<file path="config.mk">
export PLATFORM = sky130hd
export DESIGN_NAME = cheat_code_string_decoder
export DESIGN_NICKNAME = d
export VERILOG_FILES = /design/src/hdl/ccsd_pkg.sv /design/src/hdl/cheat_code_string_decoder.sv
export SDC_FILE = /design/constraint.sdc
export NUM_CORES = 1
export LEC_CHECK = 0
export BUFFER_PORTS_ARGS = -buffer_cell sky130_fd_sc_hd__buf_2
export CAP_MARGIN = 10
export CORE_MARGIN = 5
export CORE_UTILIZATION = 50
export CTS_CLUSTER_SIZE = 24
export DETAILED_ROUTE_END_ITERATION = 7
export PLACE_DENSITY = 0.73
export SLEW_MARGIN = 0
export SYNTH_ARGS = -nofsm -noshare
export SYNTH_HDL_FRONTEND = slang
export SYNTH_SLANG_ARGS = --single-unit
</file>
<file path="constraint.sdc">
create_clock -name clock -period 3.95 [get_ports clock]
set_clock_uncertainty 0.05 [all_clocks]
set_input_delay 0.395 -clock clock [delete_from_list [all_inputs] [get_ports clock]]
set_output_delay 0.395 -clock clock [all_outputs]
set_load 0.02 [all_outputs]
</file>
<file path="src/hdl/ccsd_pkg.sv">
// Package for the cheat code string decoder: widths, status codes,
// character constants and the letter / hex lookup functions. No dependencies.
`default_nettype none

package ccsd_pkg;

   // channel widths
   localparam int REQ_DATA_W = 8;
   localparam int RSP_DATA_W = 40;
   localparam int RSP_USER_W = 2;

   localparam int CHAR_W  = 8;
   localparam int COUNT_W = 4;
   localparam int WORD_W  = 32;
   localparam int ADDR_W  = 24;
   localparam int VALUE_W = 8;

   // character count saturates here; lengths of the two accepted forms
   localparam logic [COUNT_W-1:0] COUNT_SAT   = 4'd10;
   localparam logic [COUNT_W-1:0] LEN_GENIE   = 4'd9;
   localparam logic [COUNT_W-1:0] LEN_RAW     = 4'd8;
   localparam logic [COUNT_W-1:0] DASH_INDEX  = 4'd4;

   // ASCII codes
   localparam logic [CHAR_W-1:0] CHAR_DASH    = 8'h2D;
   localparam logic [CHAR_W-1:0] CHAR_0       = 8'h30;
   localparam logic [CHAR_W-1:0] CHAR_9       = 8'h39;
   localparam logic [CHAR_W-1:0] CHAR_UA      = 8'h41;
   localparam logic [CHAR_W-1:0] CHAR_UF      = 8'h46;
   localparam logic [CHAR_W-1:0] CHAR_LA      = 8'h61;
   localparam logic [CHAR_W-1:0] CHAR_LZ      = 8'h7A;
   localparam logic [CHAR_W-1:0] CASE_OFFSET  = 8'h20;

   // work RAM mirror window 0x7E0000..0x7E1FFF, compared on address bits 23:13
   localparam int MIRROR_LSB = 13;
   localparam logic [ADDR_W-MIRROR_LSB-1:0] MIRROR_PAGE = 11'h3F0;

   typedef enum logic [RSP_USER_W-1:0] {
      ST_GENIE  = 2'd0,
      ST_RAW    = 2'd1,
      ST_REJECT = 2'd2
   } status_type;

   typedef struct packed {
      logic               hit;
      logic [3:0]         nib;
   } nibble_type;

   // Game Genie letter table "DF4709156BC8A23E"
   function automatic nibble_type genie_lookup(input logic [CHAR_W-1:0] c);
      nibble_type r;
      r.hit = 1'b1;
      case (c)
         8'h44:   r.nib = 4'h0; // D
         8'h46:   r.nib = 4'h1; // F
         8'h34:   r.nib = 4'h2; // 4
         8'h37:   r.nib = 4'h3; // 7
         8'h30:   r.nib = 4'h4; // 0
         8'h39:   r.nib = 4'h5; // 9
         8'h31:   r.nib = 4'h6; // 1
         8'h35:   r.nib = 4'h7; // 5
         8'h36:   r.nib = 4'h8; // 6
         8'h42:   r.nib = 4'h9; // B
         8'h43:   r.nib = 4'hA; // C
         8'h38:   r.nib = 4'hB; // 8
         8'h41:   r.nib = 4'hC; // A
         8'h32:   r.nib = 4'hD; // 2
         8'h33:   r.nib = 4'hE; // 3
         8'h45:   r.nib = 4'hF; // E
         default: begin
            r.hit = 1'b0;
            r.nib = 4'h0;
         end
      endcase
      return r;
   endfunction

   // upper-case hex digit to nibble
   function automatic nibble_type hex_lookup(input logic [CHAR_W-1:0] c);
      nibble_type  r;
      logic [CHAR_W-1:0] d;
      d = 8'h00;
      r.hit = 1'b0;
      if (c >= CHAR_0 && c <= CHAR_9) begin
         d = c - CHAR_0;
         r.hit = 1'b1;
      end else if (c >= CHAR_UA && c <= CHAR_UF) begin
         d = c - CHAR_UA + 8'd10;
         r.hit = 1'b1;
      end
      r.nib = d[3:0];
      return r;
   endfunction

   // Game Genie bit shuffle of the low 24 bits into the address
   function automatic logic [ADDR_W-1:0] genie_address(input logic [WORD_W-1:0] w);
      return {w[13:10], w[5:2], w[23:20], w[1:0], w[15:14], w[19:16], w[9:6]};
   endfunction

endpackage

`default_nettype wire

</file>
<file path="src/hdl/cheat_code_string_decoder.sv">
// Cheat code string decoder top level: character accumulators, decode and
// a two-entry output stage (result register plus skid). Uses ccsd_pkg.
`default_nettype none
//
//  channel | dir | handshake          | beat contents
//  req     | in  | req_tvalid/tready  | one ASCII character, tlast on final one
//  rsp     | out | rsp_tvalid/tready  | status in tuser, address/value/mirror
//
//  One character per cycle while req_tready is high. The decode of a string is
//  registered when the character carrying tlast is taken: into the result
//  register, or into the skid slot if the output is stalled, so input keeps
//  flowing; req_tready drops only while the skid slot holds a result.
//  Reset (synchronous, high) clears the accumulators and both output slots.

module cheat_code_string_decoder (
   input  logic                          clock,
   input  logic                          reset,
   input  logic                          req_tvalid,
   output logic                          req_tready,
   input  logic [ccsd_pkg::REQ_DATA_W-1:0] req_tdata,  // [7:0] character
   input  logic                          req_tlast,
   output logic                          rsp_tvalid,
   input  logic                          rsp_tready,
   output logic [ccsd_pkg::RSP_DATA_W-1:0] rsp_tdata,  // [23:0] address, [31:24] value,
                                                       // [32] workram_mirror, rest zero
   output logic [ccsd_pkg::RSP_USER_W-1:0] rsp_tuser   // [1:0] status
);
   import ccsd_pkg::*;

   typedef struct packed {
      status_type          status;
      logic [ADDR_W-1:0]   address;
      logic [VALUE_W-1:0]  value;
      logic                mirror;
   } result_type;

   // accumulator state
   logic [COUNT_W-1:0] count_ff, count_in;
   logic [WORD_W-1:0]  genie_ff, genie_in;
   logic [WORD_W-1:0]  hex_ff, hex_in;
   logic               genie_bad_ff, genie_bad_in;
   logic               hex_bad_ff, hex_bad_in;
   logic               dash5_ff, dash5_in;

   // output stage
   logic       out_valid_ff, out_valid_in;
   result_type out_ff, out_in;
   logic       skid_valid_ff, skid_valid_in;
   result_type skid_ff, skid_in;

   logic              accept;
   logic [CHAR_W-1:0] c_up;
   nibble_type        gnib, hnib;
   logic [COUNT_W-1:0] count_step;
   logic [WORD_W-1:0] genie_step, hex_step;
   logic              genie_bad_step, hex_bad_step, dash5_step;
   result_type        res;
   logic              out_free;

   assign req_tready = !skid_valid_ff;
   assign accept     = req_tvalid && req_tready;

   // upper-case and per-character lookups
   always_comb begin
      c_up = req_tdata;
      if (req_tdata >= CHAR_LA && req_tdata <= CHAR_LZ) begin
         c_up = req_tdata - CASE_OFFSET;
      end
      gnib = genie_lookup(c_up);
      hnib = hex_lookup(c_up);
   end

   // state after this character
   always_comb begin
      genie_step     = genie_ff;
      genie_bad_step = genie_bad_ff;
      dash5_step     = dash5_ff;
      if (c_up == CHAR_DASH) begin
         if (count_ff == DASH_INDEX) begin
            dash5_step = 1'b1;
         end
      end else if (gnib.hit) begin
         genie_step = {genie_ff[WORD_W-5:0], gnib.nib};
      end else begin
         genie_bad_step = 1'b1;
      end
      hex_step     = hex_ff;
      hex_bad_step = hex_bad_ff;
      if (hnib.hit) begin
         hex_step = {hex_ff[WORD_W-5:0], hnib.nib};
      end else begin
         hex_bad_step = 1'b1;
      end
      count_step = (count_ff < COUNT_SAT) ? count_ff + 4'd1 : count_ff;
   end

   // decode of the completed string
   always_comb begin
      res.status  = ST_REJECT;
      res.address = '0;
      res.value   = '0;
      if (count_step == LEN_GENIE && dash5_step) begin
         if (!genie_bad_step) begin
            res.status  = ST_GENIE;
            res.address = genie_address(genie_step);
            res.value   = genie_step[WORD_W-1:WORD_W-VALUE_W];
         end
      end else if (count_step == LEN_RAW && !hex_bad_step) begin
         res.status  = ST_RAW;
         res.address = hex_step[WORD_W-1:VALUE_W];
         res.value   = hex_step[VALUE_W-1:0];
      end
      res.mirror = (res.status != ST_REJECT) &&
                   (res.address[ADDR_W-1:MIRROR_LSB] == MIRROR_PAGE);
   end

   // accumulator next state; cleared after the final character
   always_comb begin
      count_in     = count_ff;
      genie_in     = genie_ff;
      hex_in       = hex_ff;
      genie_bad_in = genie_bad_ff;
      hex_bad_in   = hex_bad_ff;
      dash5_in     = dash5_ff;
      if (accept) begin
         if (req_tlast) begin
            count_in     = '0;
            genie_in     = '0;
            hex_in       = '0;
            genie_bad_in = 1'b0;
            hex_bad_in   = 1'b0;
            dash5_in     = 1'b0;
         end else begin
            count_in     = count_step;
            genie_in     = genie_step;
            hex_in       = hex_step;
            genie_bad_in = genie_bad_step;
            hex_bad_in   = hex_bad_step;
            dash5_in     = dash5_step;
         end
      end
   end

   // result register with skid slot
   always_comb begin
      out_free      = !out_valid_ff || rsp_tready;
      out_valid_in  = out_valid_ff;
      out_in        = out_ff;
      skid_valid_in = skid_valid_ff;
      skid_in       = skid_ff;
      if (out_free) begin
         if (skid_valid_ff) begin
            out_valid_in  = 1'b1;
            out_in        = skid_ff;
            skid_valid_in = 1'b0;
         end else if (accept && req_tlast) begin
            out_valid_in = 1'b1;
            out_in       = res;
         end else begin
            out_valid_in = 1'b0;
         end
      end else if (accept && req_tlast) begin
         skid_valid_in = 1'b1;
         skid_in       = res;
      end
   end

   // control state
   always_ff @(posedge clock) begin
      if (reset) begin
         count_ff      <= '0;
         genie_ff      <= '0;
         hex_ff        <= '0;
         genie_bad_ff  <= 1'b0;
         hex_bad_ff    <= 1'b0;
         dash5_ff      <= 1'b0;
         out_valid_ff  <= 1'b0;
         skid_valid_ff <= 1'b0;
      end else begin
         count_ff      <= count_in;
         genie_ff      <= genie_in;
         hex_ff        <= hex_in;
         genie_bad_ff  <= genie_bad_in;
         hex_bad_ff    <= hex_bad_in;
         dash5_ff      <= dash5_in;
         out_valid_ff  <= out_valid_in;
         skid_valid_ff <= skid_valid_in;
      end
   end

   // payload
   always_ff @(posedge clock) begin
      out_ff  <= out_in;
      skid_ff <= skid_in;
   end

   assign rsp_tvalid = out_valid_ff;
   assign rsp_tuser  = out_ff.status;
   assign rsp_tdata  = {{(RSP_DATA_W-ADDR_W-VALUE_W-1){1'b0}},
                        out_ff.mirror, out_ff.value, out_ff.address};

endmodule

`default_nettype wire

</file>
**Word level (Yosys, flattened, before mapping)**

Index checks and enable logic that the tools add are counted.

- Flip-flop bits (word level): 143
- Logic and storage cells: 97

- Add/sub/neg operators: 5
- Order comparisons: 7
- Equal/unequal tests: 22
- Mux-type cells: 29
- Bitwise operators: 1
- Reductions and logical operators: 17

Operator list:

| cell | count |
|---|---|
| 32-bit 2-to-1 mux | 5 |
| 34-bit 2-to-1 mux | 3 |
| 8-bit by 6-bit == test with 1-bit output, second input constant | 11 |
| 35-bit 2-to-1 mux | 2 |
| 4-bit one-hot mux with 15 select lines | 1 |
| 8-bit by 7-bit == test with 1-bit output, second input constant | 6 |
| 8-bit by 7-bit greater-or-equal comparator with 1-bit output, second input constant | 2 |
| 8-bit by 7-bit less-or-equal comparator with 1-bit output, second input constant | 2 |
| 4-bit 2-to-1 mux | 4 |
| 16-bit OR reduction | 1 |
| 1-bit 2-to-1 mux | 13 |
| 11-bit by 10-bit == test with 1-bit output, second input constant | 1 |
| 4-bit == test, second input constant | 2 |
| 8-bit by 6-bit greater-or-equal comparator with 1-bit output, second input constant | 1 |
| 8-bit by 6-bit less-or-equal comparator with 1-bit output, second input constant | 1 |
| 1-bit logical AND | 8 |
| 8-bit 2-to-1 mux | 1 |
| 4-bit by 1-bit subtractor with 4-bit output, second input constant | 2 |
| 8-bit by 6-bit subtractor with 8-bit output, second input constant | 1 |
| 4-bit by 1-bit adder with 4-bit output, second input constant | 1 |
| 4-bit adder, second input constant | 1 |
| 4-bit by 3-bit == test with 1-bit output, second input constant | 1 |
| 4-bit less-than comparator, second input constant | 1 |
| 2-bit AND reduction | 2 |
| other kinds (6) | 8 |

**Logic depth before layout (Yosys ltp)**

Gate-level depths: netlist of run 1.

- Depth after elaboration: 16
- Depth in mapped cells: 13

**Least setup slack after synthesis of run 1**

OpenSTA, ideal clock, no wires.

- Kind: in2reg
- Start: input req_tlast
- End: register out_ff, in the netlist rsp_tdata[0], enable pin
- Setup time: 0.439 ns
- Arrival time: 2.524 ns
- Setup slack: 0.937 ns
- Cell stages on the path: 3
- Cells stage by stage: clkbuf_1 a21oi_1 a21oi_1

- Longest elaborated chain between the ends: 3

RTL lines:

| item | line | text |
|---|---|---|
| start, declared | cheat_code_string_decoder.sv:21 | `input logic req_tlast,` |
| 1-bit logical AND | cheat_code_string_decoder.sv:156 | `end else if (accept && req_tlast) begin` |
| 2-bit nonzero test (no line) | -- |  |
| 2-bit AND reduction (no line) | -- |  |
| end signal, assigned | cheat_code_string_decoder.sv:193 | `out_ff <= out_in;` |
| end, declared | cheat_code_string_decoder.sv:47 | `result_type out_ff, out_in;` |

Every way passes these cells.
A chain may end at the register's enable or synchronous reset.

==> results of run 1 <==
[sequential cells by signal, indices dropped and copies added, names as in the netlist]
name / flops
count_ff: 4
rsp_tuser: 2
rsp_tvalid: 1
genie_bad_ff: 1
skid_valid_ff: 1
dash5_ff: 1
hex_ff: 28
genie_ff: 32
skid_ff: 35
hex_bad_ff: 1
rsp_tdata: 33
[worst max-delay path, cell delays in order]
cell and delay, ps:
buf_2 180, inv_1 110, ha_1 350, or4b_4 550, o2111ai_2 190, nand2b_1 300, nand2_2 180, inv_2 220
a21oi_1 200, nand2_1 70, a2111oi_1 590, and3b_1 250
[cell families after synthesis]
kind of cell    after synthesis  share of synthesized area
fa+ha+maj                     8                    0.01551
other cells                   1                  0.0005811
buf+inv                      61                    0.04692
flops                       139                     0.5397
simple gates                194                     0.1429
compound gates              153                     0.1646
mux                          54                    0.08976
[per-stage QoR]
stage	power [mW]	hold slack [ps]
after global placement	1.734	405.4
after global routing	3.370	323.2
after floorplan	1.691	388.3
after detailed placement	1.739	425.8
final	3.282	291.4
after CTS	3.294	281.2
[layout make-up]
class / count / area [sq um]
inverters: 14 / 52.55
flip-flops and latches: 139 / 3483
clock buffers: 21 / 471.7
well taps: 172 / 215.2
fillers: 1053 / 5215
repair buffers: 63 / 350.3
multi-input cells: 416 / 2713
clock inverters: 11 / 118.9
[worst min-delay path by stage]
| stage | depth (start not counted) | to | start | slack [ps] |
|---|---|---|---|---|
| after floorplan | 2 | genie_bad_ff | genie_bad_ff | 390 |
| after CTS | 4 | skid_valid_ff | rsp_tready | 280 |
| after global routing | 4 | skid_valid_ff | rsp_tready | 320 |
| final | 4 | skid_valid_ff | rsp_tready | 290 |
| after global placement | 2 | genie_bad_ff | genie_bad_ff | 410 |
| after detailed placement | 2 | genie_bad_ff | genie_bad_ff | 430 |
[metal layers]
metal	vias to the layer above	global-route usage
li1	2311	-
met1	2384	0.2812
met2	232	0.3501
met3	30	0.05086
met4	0	0.07958
met5	-	0
[layout by cell type, fill, tap and decap left out, types with 3 or more instances in the layout]
| master | n |
|---|---|
| nand3_1 | 9 |
| o21ai_0 | 24 |
| dfxtp_1 | 69 |
| edfxtp_1 | 70 |
| conb_1 | 7 |
| a31oi_1 | 3 |
| nand2b_1 | 5 |
| nor3_2 | 3 |
| nor2_1 | 86 |
| clkinvlp_4 | 3 |
| inv_1 | 12 |
| a22o_1 | 4 |
| o21ai_1 | 10 |
| clkbuf_16 | 18 |
| buf_4 | 14 |
| nor2b_1 | 5 |
| ha_1 | 8 |
| buf_2 | 49 |
| clkinv_2 | 3 |
| nand4_1 | 4 |
| a22oi_1 | 63 |
| a21oi_1 | 20 |
| nor3_1 | 10 |
| o21bai_1 | 3 |
| mux2i_1 | 23 |
| and3_1 | 4 |
| mux2_2 | 31 |
| nand3b_1 | 3 |
| and2_1 | 3 |
| nor4b_1 | 6 |
| o22ai_1 | 3 |
| nand2_1 | 47 |
[where the power goes]
part,internal [mW],switching [mW]
combinational,0.0477,0.122
sequential,1.53,0.00938
clock,0.978,0.595
==> metrics.md, run 1 <==
| Metric | Value |
|---|---|
| Length of the first detailed-routing pass in iterations | 5 |
| GP Congestion | 0.9237 |
| ANT nets after route | 0 |
| Pre-CTS setup slack | 362.1 ps |
| Met2 WL post-DR | 7.707 mm |
| Outcome | finished clean |
| Crit Reg-Reg Startpoint | count_ff[1] |
| Wire length on met3 | 1.144 mm |
| Die Wd | 123.6 um |
| WP data arrival | 3590 ps |
| Worst Setup SP | req_tdata[1] |
| Pins over their slew limit | 0 |
| Routed length on met1 | 6.645 mm |
| Cells after Synth | 610 |
| Setup Viol. Count Final | 0 |
| CTS Buffer Depth | 2 |
| CP endpoint | skid_ff[0] |
| Post-layout util | 0.5868 |
| RSZ-0062 raised after global routing | no |
| Layout Cells excl Fill | 836 |
| Design area | 0.007405 sq mm |
| Top sig layer | met4 |
| GRT Residual Overflow | 0 |
| GRT Overall Usage | 0.2155 |
| Max_slew headroom | 0.2255 |
| Core Area | 0.01262 sq mm |
| Post-synthesis cell area | 0.006454 sq mm |
| Number of global-route vias before repair | 4759 |
| I/O Pins | 57 |
| Initial antenna violation count | 0 |
| Netlist cell types | 57 |
| Type of destination of the critical path | register |
| Global-route wire length before repair | 25.13 mm |
| Final hold vios | 0 |
| P&R area growth vs syn | 14.73% |
| Startpoint Class | input port |
| Routed WL | 15.82 mm |
| Worst skew pair latency | 420 ps |
| Area fraction of the dominant cell type after synthesis | 0.3257 |
| VDD IR max | 0.3219 mV |
| Power Density | 443.2 mW/mm^2 |
| Die height | 123.6 um |
| Fmax | 297.4 MHz |
| Final Net Count | 672 |
| Ys async rst share | 0 |
| Layout cells sized above 1 | 0.2108 |
| Vias post-DR | 4957 |
| Wire length per cell | 18.93 um |
| Inst Count DP | 804 |
| Clock root cell | clkbuf_16 |
| H-tree depth | 4 |
| CTS resizes | 0 |
| Die ar. | 0.01528 sq mm |
| Largest net degree at the start of global routing | 36 |
| Cts bufs inserted | 17 |
| CP Class | input port to register |
| FF-to-FF setup slack | 660 ps |
| Seq/Total Area, Yosys | 0.5397 |
| Setup TNS | 0 ps |
| DP Area | 0.006814 sq mm |
| Max-cap check violation count | 0 |
| Worst Path Required | 4180 ps |
| Buffers on Ports | 49 |
| Post-CTS Setup Inserts | 0 |
| 1st-iter DRT viols | 424 |
| Number of synthesized flops with an enable pin | 70 |
| Area leader, netlist | edfxtp_1 |
| DPL Wire Length | 10.72 mm |
| Synth top area cells | edfxtp_1 33%, dfxtp_1 21%, a22oi_1 7.3% |
| Clk slew on worst S/H paths | 60 ps |
| DRC errors left | 0 |
| Main flop type after synthesis | edfxtp_1 |
| Synthesized flop and latch total | 139 |
| Worst Reg-to-Reg Cells | 11 |
| Synth Area per Inst | 10.58 sq um |
| Post-cts hold buffer count | 0 |
| Cell row count | 41 |
| CTS tree | yes |
| R2R Path End | skid_ff[0] |
| Leak | 2.793 nW |
| CTS Sinks | 139 |
| Crit-path max FO | 30 |
| Diodes inserted | 0 |
| Most frequent cells after synthesis | 87 x nor2_1, 70 x edfxtp_1, 69 x dfxtp_1 |
| Effective utilization at floorplan | 0.5114 |
| Syn. warnings | 0 |
| Hold crit path type | input port to register |
| Final setup margin | 587.6 ps |
| Period minus WS final | 3362 ps |
| Vias per cell | 5.929 |
| Worst Tran Pin Value | 1159 ps |
| Post-route clock period utilization | 0.8512 |
| Top-count cell post-synth | nor2_1 |
(Power assumes the default switching activity.)
==> run 2: changes to the inputs <==
- CTS_CLUSTER_DIAMETER: not set -> 150
- MAX_ROUTING_LAYER: not set -> met4
==> run 2 against run 1 <==
- power barely moved
- critical path depth decreased by 1
- sequential share of layout area increased by 0.12 points
- fmax rose by 5.3%
- critical endpoint is now rsp_tdata[32]
- largest power group unchanged
==> metrics.md, run 2 (synthesized netlist as in run 1, its figures left out) <==
| Metric | Value |
|---|---|
| Biggest register | skid_ff (unchanged) |
| Post-route clock period utilization | 0.8082 (was 0.8512) |
| Max reg flops | 35 (unchanged) |
| Post-layout util | 0.5853 (was 0.5868) |
| Clock group share of total power | 0.480 (was 0.479) |
| Pre-CTS setup slack | 378.0 ps (was 362.1 ps) |
| Final Net Count | 670 (was 672) |
| DPL Wire Length | 10.37 mm (was 10.72 mm) |
| Vias post-DR | 4993 (was 4957) |
| Startpoint Class | input port (unchanged) |
| Final hold vios | 0 (unchanged) |
| Footprint of the multi-input gates | 0.002713 sq mm (unchanged) |
| Global-route wire length before repair | 24.70 mm (was 25.13 mm) |
| GRT Overall Usage | 0.2157 (was 0.2155) |
| FF-to-FF setup slack | 950 ps (was 660 ps) |
| Worst Tran Pin Value | 1107 ps (was 1159 ps) |
| Commonest non-fill, non-tap cells in the layout | 86 x nor2_1, 70 x edfxtp_1, 69 x dfxtp_1, 63 x a22oi_1, 49 x buf_2 (unchanged) |
| Switch Pwr | 0.7590 mW (was 0.7264 mW) |
| P&R area growth vs syn | 14.44% (was 14.73%) |
| GRT Residual Overflow | 0 (unchanged) |
| Share of total power in sequential cells | 0.469 (about the same) |
| Int Pwr | 2.524 mW (was 2.556 mW) |
| Core Area | 0.01262 sq mm (unchanged) |
| Die ar. | 0.01528 sq mm (unchanged) |
| Worst skew pair latency | 420 ps (about the same) |
| Die height | 123.6 um (unchanged) |
| CP Class | input port to register (unchanged) |
| Met2 WL post-DR | 7.692 mm (was 7.707 mm) |
| CTS Buffer Depth | 2 (unchanged) |
| Max-cap check violation count | 0 (unchanged) |
| Buffers on Ports | 49 (unchanged) |
| ANT nets after route | 0 (unchanged) |
| Outcome | finished clean (unchanged) |
| Type of destination of the critical path | register (unchanged) |
| CTS Sinks | 139 (unchanged) |
| Wire length per cell | 18.88 um (was 18.93 um) |
| Layout cells sized above 1 | 0.2115 (was 0.2108) |
| Vias per cell | 5.987 (was 5.929) |
| Worst Path Required | 4180 ps (about the same) |
| Top sig layer | met4 (unchanged) |
| RSZ-0062 raised after global routing | no (unchanged) |
| VDD IR max | 0.2980 mV (was 0.3219 mV) |
| Layout Cells excl Fill | 834 (was 836) |
| Filler Cells Inserted | 1071 (was 1053) |
| Number of global-route vias before repair | 4685 (was 4759) |
| Min-delay src | rsp_tready (unchanged) |
| Period minus WS final | 3192 ps (was 3362 ps) |
| Leak | 2.766 nW (was 2.793 nW) |
| Worst hold stages | 4 (unchanged) |
| DP Area | 0.006799 sq mm (was 0.006814 sq mm) |
| Initial antenna violation count | 0 (unchanged) |
| Post-CTS Setup Inserts | 0 (unchanged) |
| Effective utilization at floorplan | 0.5114 (unchanged) |
| Post-cts hold buffer count | 0 (unchanged) |
| DRC errors left | 0 (unchanged) |
| Cell row count | 41 (unchanged) |
| Max_slew headroom | 0.2604 (was 0.2255) |
| Routed length on met1 | 6.724 mm (was 6.645 mm) |
| Die Wd | 123.6 um (unchanged) |
| Crit-path max FO | 30 (unchanged) |
| I/O Pins | 57 (unchanged) |
| Fmax | 313.3 MHz (was 297.4 MHz) |
| WP data arrival | 3430 ps (was 3590 ps) |
| 1st-iter DRT viols | 433 (was 424) |
| Seq. cell area | 0.003483 sq mm (unchanged) |
| Gate power share | 0.051 (was 0.052) |
| Hold crit path type | input port to register (unchanged) |
| Sw Ratio | 0.2312 (was 0.2213) |
| Worst Reg-to-Reg Cells | 9 (was 11) |
| Cts bufs inserted | 17 (unchanged) |
| Worst Setup SP | req_tdata[1] (unchanged) |
| CTS tree | yes (unchanged) |
| Hold Path Sink | skid_valid_ff (unchanged) |
| Inst Count DP | 802 (was 804) |
| CTS resizes | 0 (unchanged) |
| Design area | 0.007386 sq mm (was 0.007405 sq mm) |
| Length of the first detailed-routing pass in iterations | 6 (was 5) |
| H-tree depth | 4 (unchanged) |
| Clock root cell | clkbuf_16 (unchanged) |
| Most common cell after layout, fill and taps aside | nor2_1 (unchanged) |
| Setup Viol. Count Final | 0 (unchanged) |
| Wire length on met3 | 1.040 mm (was 1.144 mm) |
| Final setup margin | 757.7 ps (was 587.6 ps) |
| R2R Path End | rsp_tdata[32] (was skid_ff[0]) |
| Power Density | 444.5 mW/mm^2 (was 443.2 mW/mm^2) |
| Diodes inserted | 0 (unchanged) |
| Largest net degree at the start of global routing | 47 (was 36) |
| Pins over their slew limit | 0 (unchanged) |
| Crit Reg-Reg Startpoint | count_ff[1] (unchanged) |
| Routed WL | 15.75 mm (was 15.82 mm) |
| GP Congestion | 0.9317 (was 0.9237) |
| Setup TNS | 0 ps (unchanged) |
| Clk slew on worst S/H paths | 60 ps (about the same) |
-- run 2: cell count changes in the layout (fill, tap and decap cells not counted) --
cell	before	now
clkinvlp_4	3	7
buf_4	14	12
clkinv_2	3	1
inv_6	0	2
clkbuf_1	2	1
clkbuf_16	18	17
clkinv_1	2	1
clkinv_4	2	1
-- run 2: stage by stage --
| step | hold WS, ps | power, mW |
|---|---|---|
| 6_report | 305.6 | 3.283 |
| 5_1_grt | 341.2 | 3.365 |
| 4_1_cts | 292.8 | 3.290 |
| 3_5_place_dp | 415.1 | 1.737 |
| 3_3_place_gp | 401.4 | 1.733 |
| 2_1_floorplan | 388.3 | 1.691 |
-- run 2: cell type report --
| cell class | count | share of cell area |
|---|---|---|
| repair buffers | 61 | 0.04540 |
| flip-flops and latches | 139 | 0.4716 |
| clock inverters | 13 | 0.01948 |
| clock buffers | 19 | 0.05997 |
| inverters | 14 | 0.007115 |
| well taps | 172 | 0.02914 |
| multi-input cells | 416 | 0.3673 |
-- run 2: how the worst max path moves through the flow --
stage / to / slack [ps] / cells past startpoint
2_1_floorplan: rsp_tdata[0] / 940 / 3
3_3_place_gp: rsp_tdata[32] / 480 / 12
6_report: rsp_tdata[32] / 760 / 11
4_1_cts: rsp_tdata[32] / 800 / 12
5_1_grt: rsp_tdata[32] / 450 / 12
3_5_place_dp: rsp_tdata[32] / 380 / 12
-- run 2: power groups by stage --
stage                     registers [mW]  clock network, mW  logic (mW)
after floorplan                     1.59                  0       0.104
after global placement              1.57                  0       0.165
after detailed placement            1.57                  0       0.167
after CTS                           1.54               1.58       0.168
after global routing                1.54               1.64       0.183
final                               1.54               1.58       0.169
-- run 2: routing by layer --
metal | vias up | global-route usage
met5 | - | -
met4 | 0 | 0.07059
met3 | 33 | 0.04360
met2 | 220 | 0.3427
met1 | 2425 | 0.2786
li1 | 2315 | -
-- run 2: worst max-delay path, cell delays in order --
cell and delay [ps]:
buf_2 150, inv_1 110, ha_1 420, o21bai_1 100, a21oi_1 410, nand2b_1 380, nand2_2 160, inv_2 420
nand4_1 230, a2111oi_4 400, a32o_1 220
==> run 3: changes to the inputs <==
- clock period: 3.95 -> 3.2 ns (I/O delays scaled with it)
==> run 3 against run 2 <==
- combinational power grew 30%
- worst setup slack lost 590 ps
- critical path depth fell by 1
- clock power up 32%
- global-route usage increased by 0.57 points
- critical endpoint unchanged
==> metrics.md, run 3 (synthesized netlist as in run 1, its figures left out) <==
| Metric | Value |
|---|---|
| Outcome | finished clean (unchanged) |
| P&R area growth vs syn | 18.19% (was 14.44%) |
| GRT Overall Usage | 0.2213 (was 0.2157) |
| RSZ-0062 raised after global routing | no (unchanged) |
| CP Class | register to register (was input port to register) |
| Wire length per cell | 18.16 um (was 18.88 um) |
| CTS resizes | 0 (unchanged) |
| Clk slew on worst S/H paths | 60 ps (about the same) |
| Number of global-route vias before repair | 4926 (was 4685) |
| Max-cap check violation count | 0 (unchanged) |
| Post-CTS Setup Inserts | 0 (unchanged) |
| Die height | 123.6 um (unchanged) |
| Most common cell after layout, fill and taps aside | nor2_1 (unchanged) |
| Worst skew pair latency | 420 ps (about the same) |
| CTS tree | yes (unchanged) |
| Pins over their slew limit | 0 (unchanged) |
| H-tree depth | 4 (unchanged) |
| Post-cts hold buffer count | 0 (unchanged) |
| Initial antenna violation count | 0 (unchanged) |
| Worst Tran Pin Value | 845.5 ps (was 1107 ps) |
| Type of destination of the critical path | register (unchanged) |
| Vias post-DR | 5076 (was 4993) |
| Effective utilization at floorplan | 0.5114 (unchanged) |
| Biggest register | skid_ff (unchanged) |
| Filler Cells Inserted | 1016 (was 1071) |
| Cts bufs inserted | 17 (unchanged) |
| 1st-iter DRT viols | 503 (was 433) |
| Cell row count | 41 (unchanged) |
| Layout cells sized above 1 | 0.2354 (was 0.2115) |
| Design area | 0.007627 sq mm (was 0.007386 sq mm) |
| Diodes inserted | 0 (unchanged) |
| Global-route wire length before repair | 25.50 mm (was 24.70 mm) |
| Vias per cell | 5.930 (was 5.987) |
| DPL Wire Length | 10.73 mm (was 10.37 mm) |
| Startpoint Class | register (was input port) |
| I/O Pins | 57 (unchanged) |
| Clock root cell | clkbuf_16 (unchanged) |
| Setup TNS | 0 ps (unchanged) |
| VDD IR max | 0.3777 mV (was 0.2980 mV) |
| Largest net degree at the start of global routing | 43 (was 47) |
| Final Net Count | 692 (was 670) |
| GP Congestion | 0.9014 (was 0.9317) |
| Core Area | 0.01262 sq mm (unchanged) |
| GRT Residual Overflow | 0 (unchanged) |
| ANT nets after route | 0 (unchanged) |
| Footprint of the multi-input gates | 0.002713 sq mm (unchanged) |
| Setup Viol. Count Final | 0 (unchanged) |
| Seq. cell area | 0.003483 sq mm (unchanged) |
| Post-route clock period utilization | 0.9472 |
| Power, Total | 4.205 mW (was 3.283 mW) |
| Max reg flops | 35 (unchanged) |
| Length of the first detailed-routing pass in iterations | 7 (was 6) |
| Routed WL | 15.54 mm (was 15.75 mm) |
| Fmax | 329.9 MHz |
| Die Wd | 123.6 um (unchanged) |
| WP data arrival | 3270 ps (was 3430 ps) |
| CTS Sinks | 139 (unchanged) |
| Period minus WS final | 3031 ps |
| Die ar. | 0.01528 sq mm (unchanged) |
| Leak | 2.922 nW (was 2.766 nW) |
| DP Area | 0.006989 sq mm (was 0.006799 sq mm) |
| Buffers on Ports | 49 (unchanged) |
| Commonest non-fill, non-tap cells in the layout | 86 x nor2_1, 70 x edfxtp_1, 69 x dfxtp_1, 63 x a22oi_1, 49 x buf_2 (unchanged) |
| DRC errors left | 0 (unchanged) |
| Max_slew headroom | 0.4363 (was 0.2604) |
| Post-layout util | 0.6044 (was 0.5853) |
| Power Density | 551.3 mW/mm^2 (was 444.5 mW/mm^2) |
| Final hold vios | 0 (unchanged) |
| Crit-path max FO | 8 (was 30) |
| Hold crit path type | input port to register (unchanged) |
| CTS Buffer Depth | 2 (unchanged) |
| Worst Path Required | 3440 ps (was 4180 ps) |
-- run 3: metrics by stage --
stage | hold WS, ps | instances | setup slack [ps]
after floorplan | 388.3 | 616 | 262.4
after global placement | 401.1 | 824 | 119.4
after detailed placement | 416.2 | 824 | 13.40
after CTS | 216.7 | 856 | 236.8
after global routing | 252.8 | 856 | 40.99
final | 225.3 | 856 | 168.9
-- run 3: report_power, final --
| group | internal, mW | total, mW | switching (mW) |
|---|---|---|---|
| clock | 1.37 | 2.09 | 0.720 |
| sequential | 1.89 | 1.90 | 0.0112 |
| combinational | 0.0665 | 0.220 | 0.154 |
| total | 3.32 | 4.20 | 0.885 |
-- run 3: area by class of cell --
type	instances	area share
Clock buffer	22	0.06217
Clock inverter	10	0.02149
Inverter	14	0.006890
Tap cell	172	0.02822
Timing Repair Buffer	83	0.06890
Sequential cell	139	0.4567
Multi-Input combinational cell	416	0.3556
-- run 3: per-layer routing --
metal,wire length (um),track usage,vias to the layer above
li1,-,-,2357
met5,0,-,-
met3,1079,0.04178,32
met4,288,0.07958,0
met2,7519,0.3471,218
met1,6653,0.2886,2469
-- run 3: worst paths after layout --
kind | from | slack (ps) | cells after the start | end
max reg2reg | count_ff[1] | 170 | 10 | rsp_tdata[32]
min | rsp_tready | 230 | 4 | skid_valid_ff
max | count_ff[1] | 170 | 10 | rsp_tdata[32]
min reg2reg | dash5_ff | 430 | 2 | dash5_ff
-- run 3: worst max-delay path, stage by stage, from the launching register on --
cell       delay (ps)
dfxtp_1           480
inv_1              80
ha_1              320
nor3_1            140
nand2_1           120
nor2_1            420
nand2_1            90
o21ai_0           440
o2111ai_2         220
a2111oi_4         320
a32o_1            210
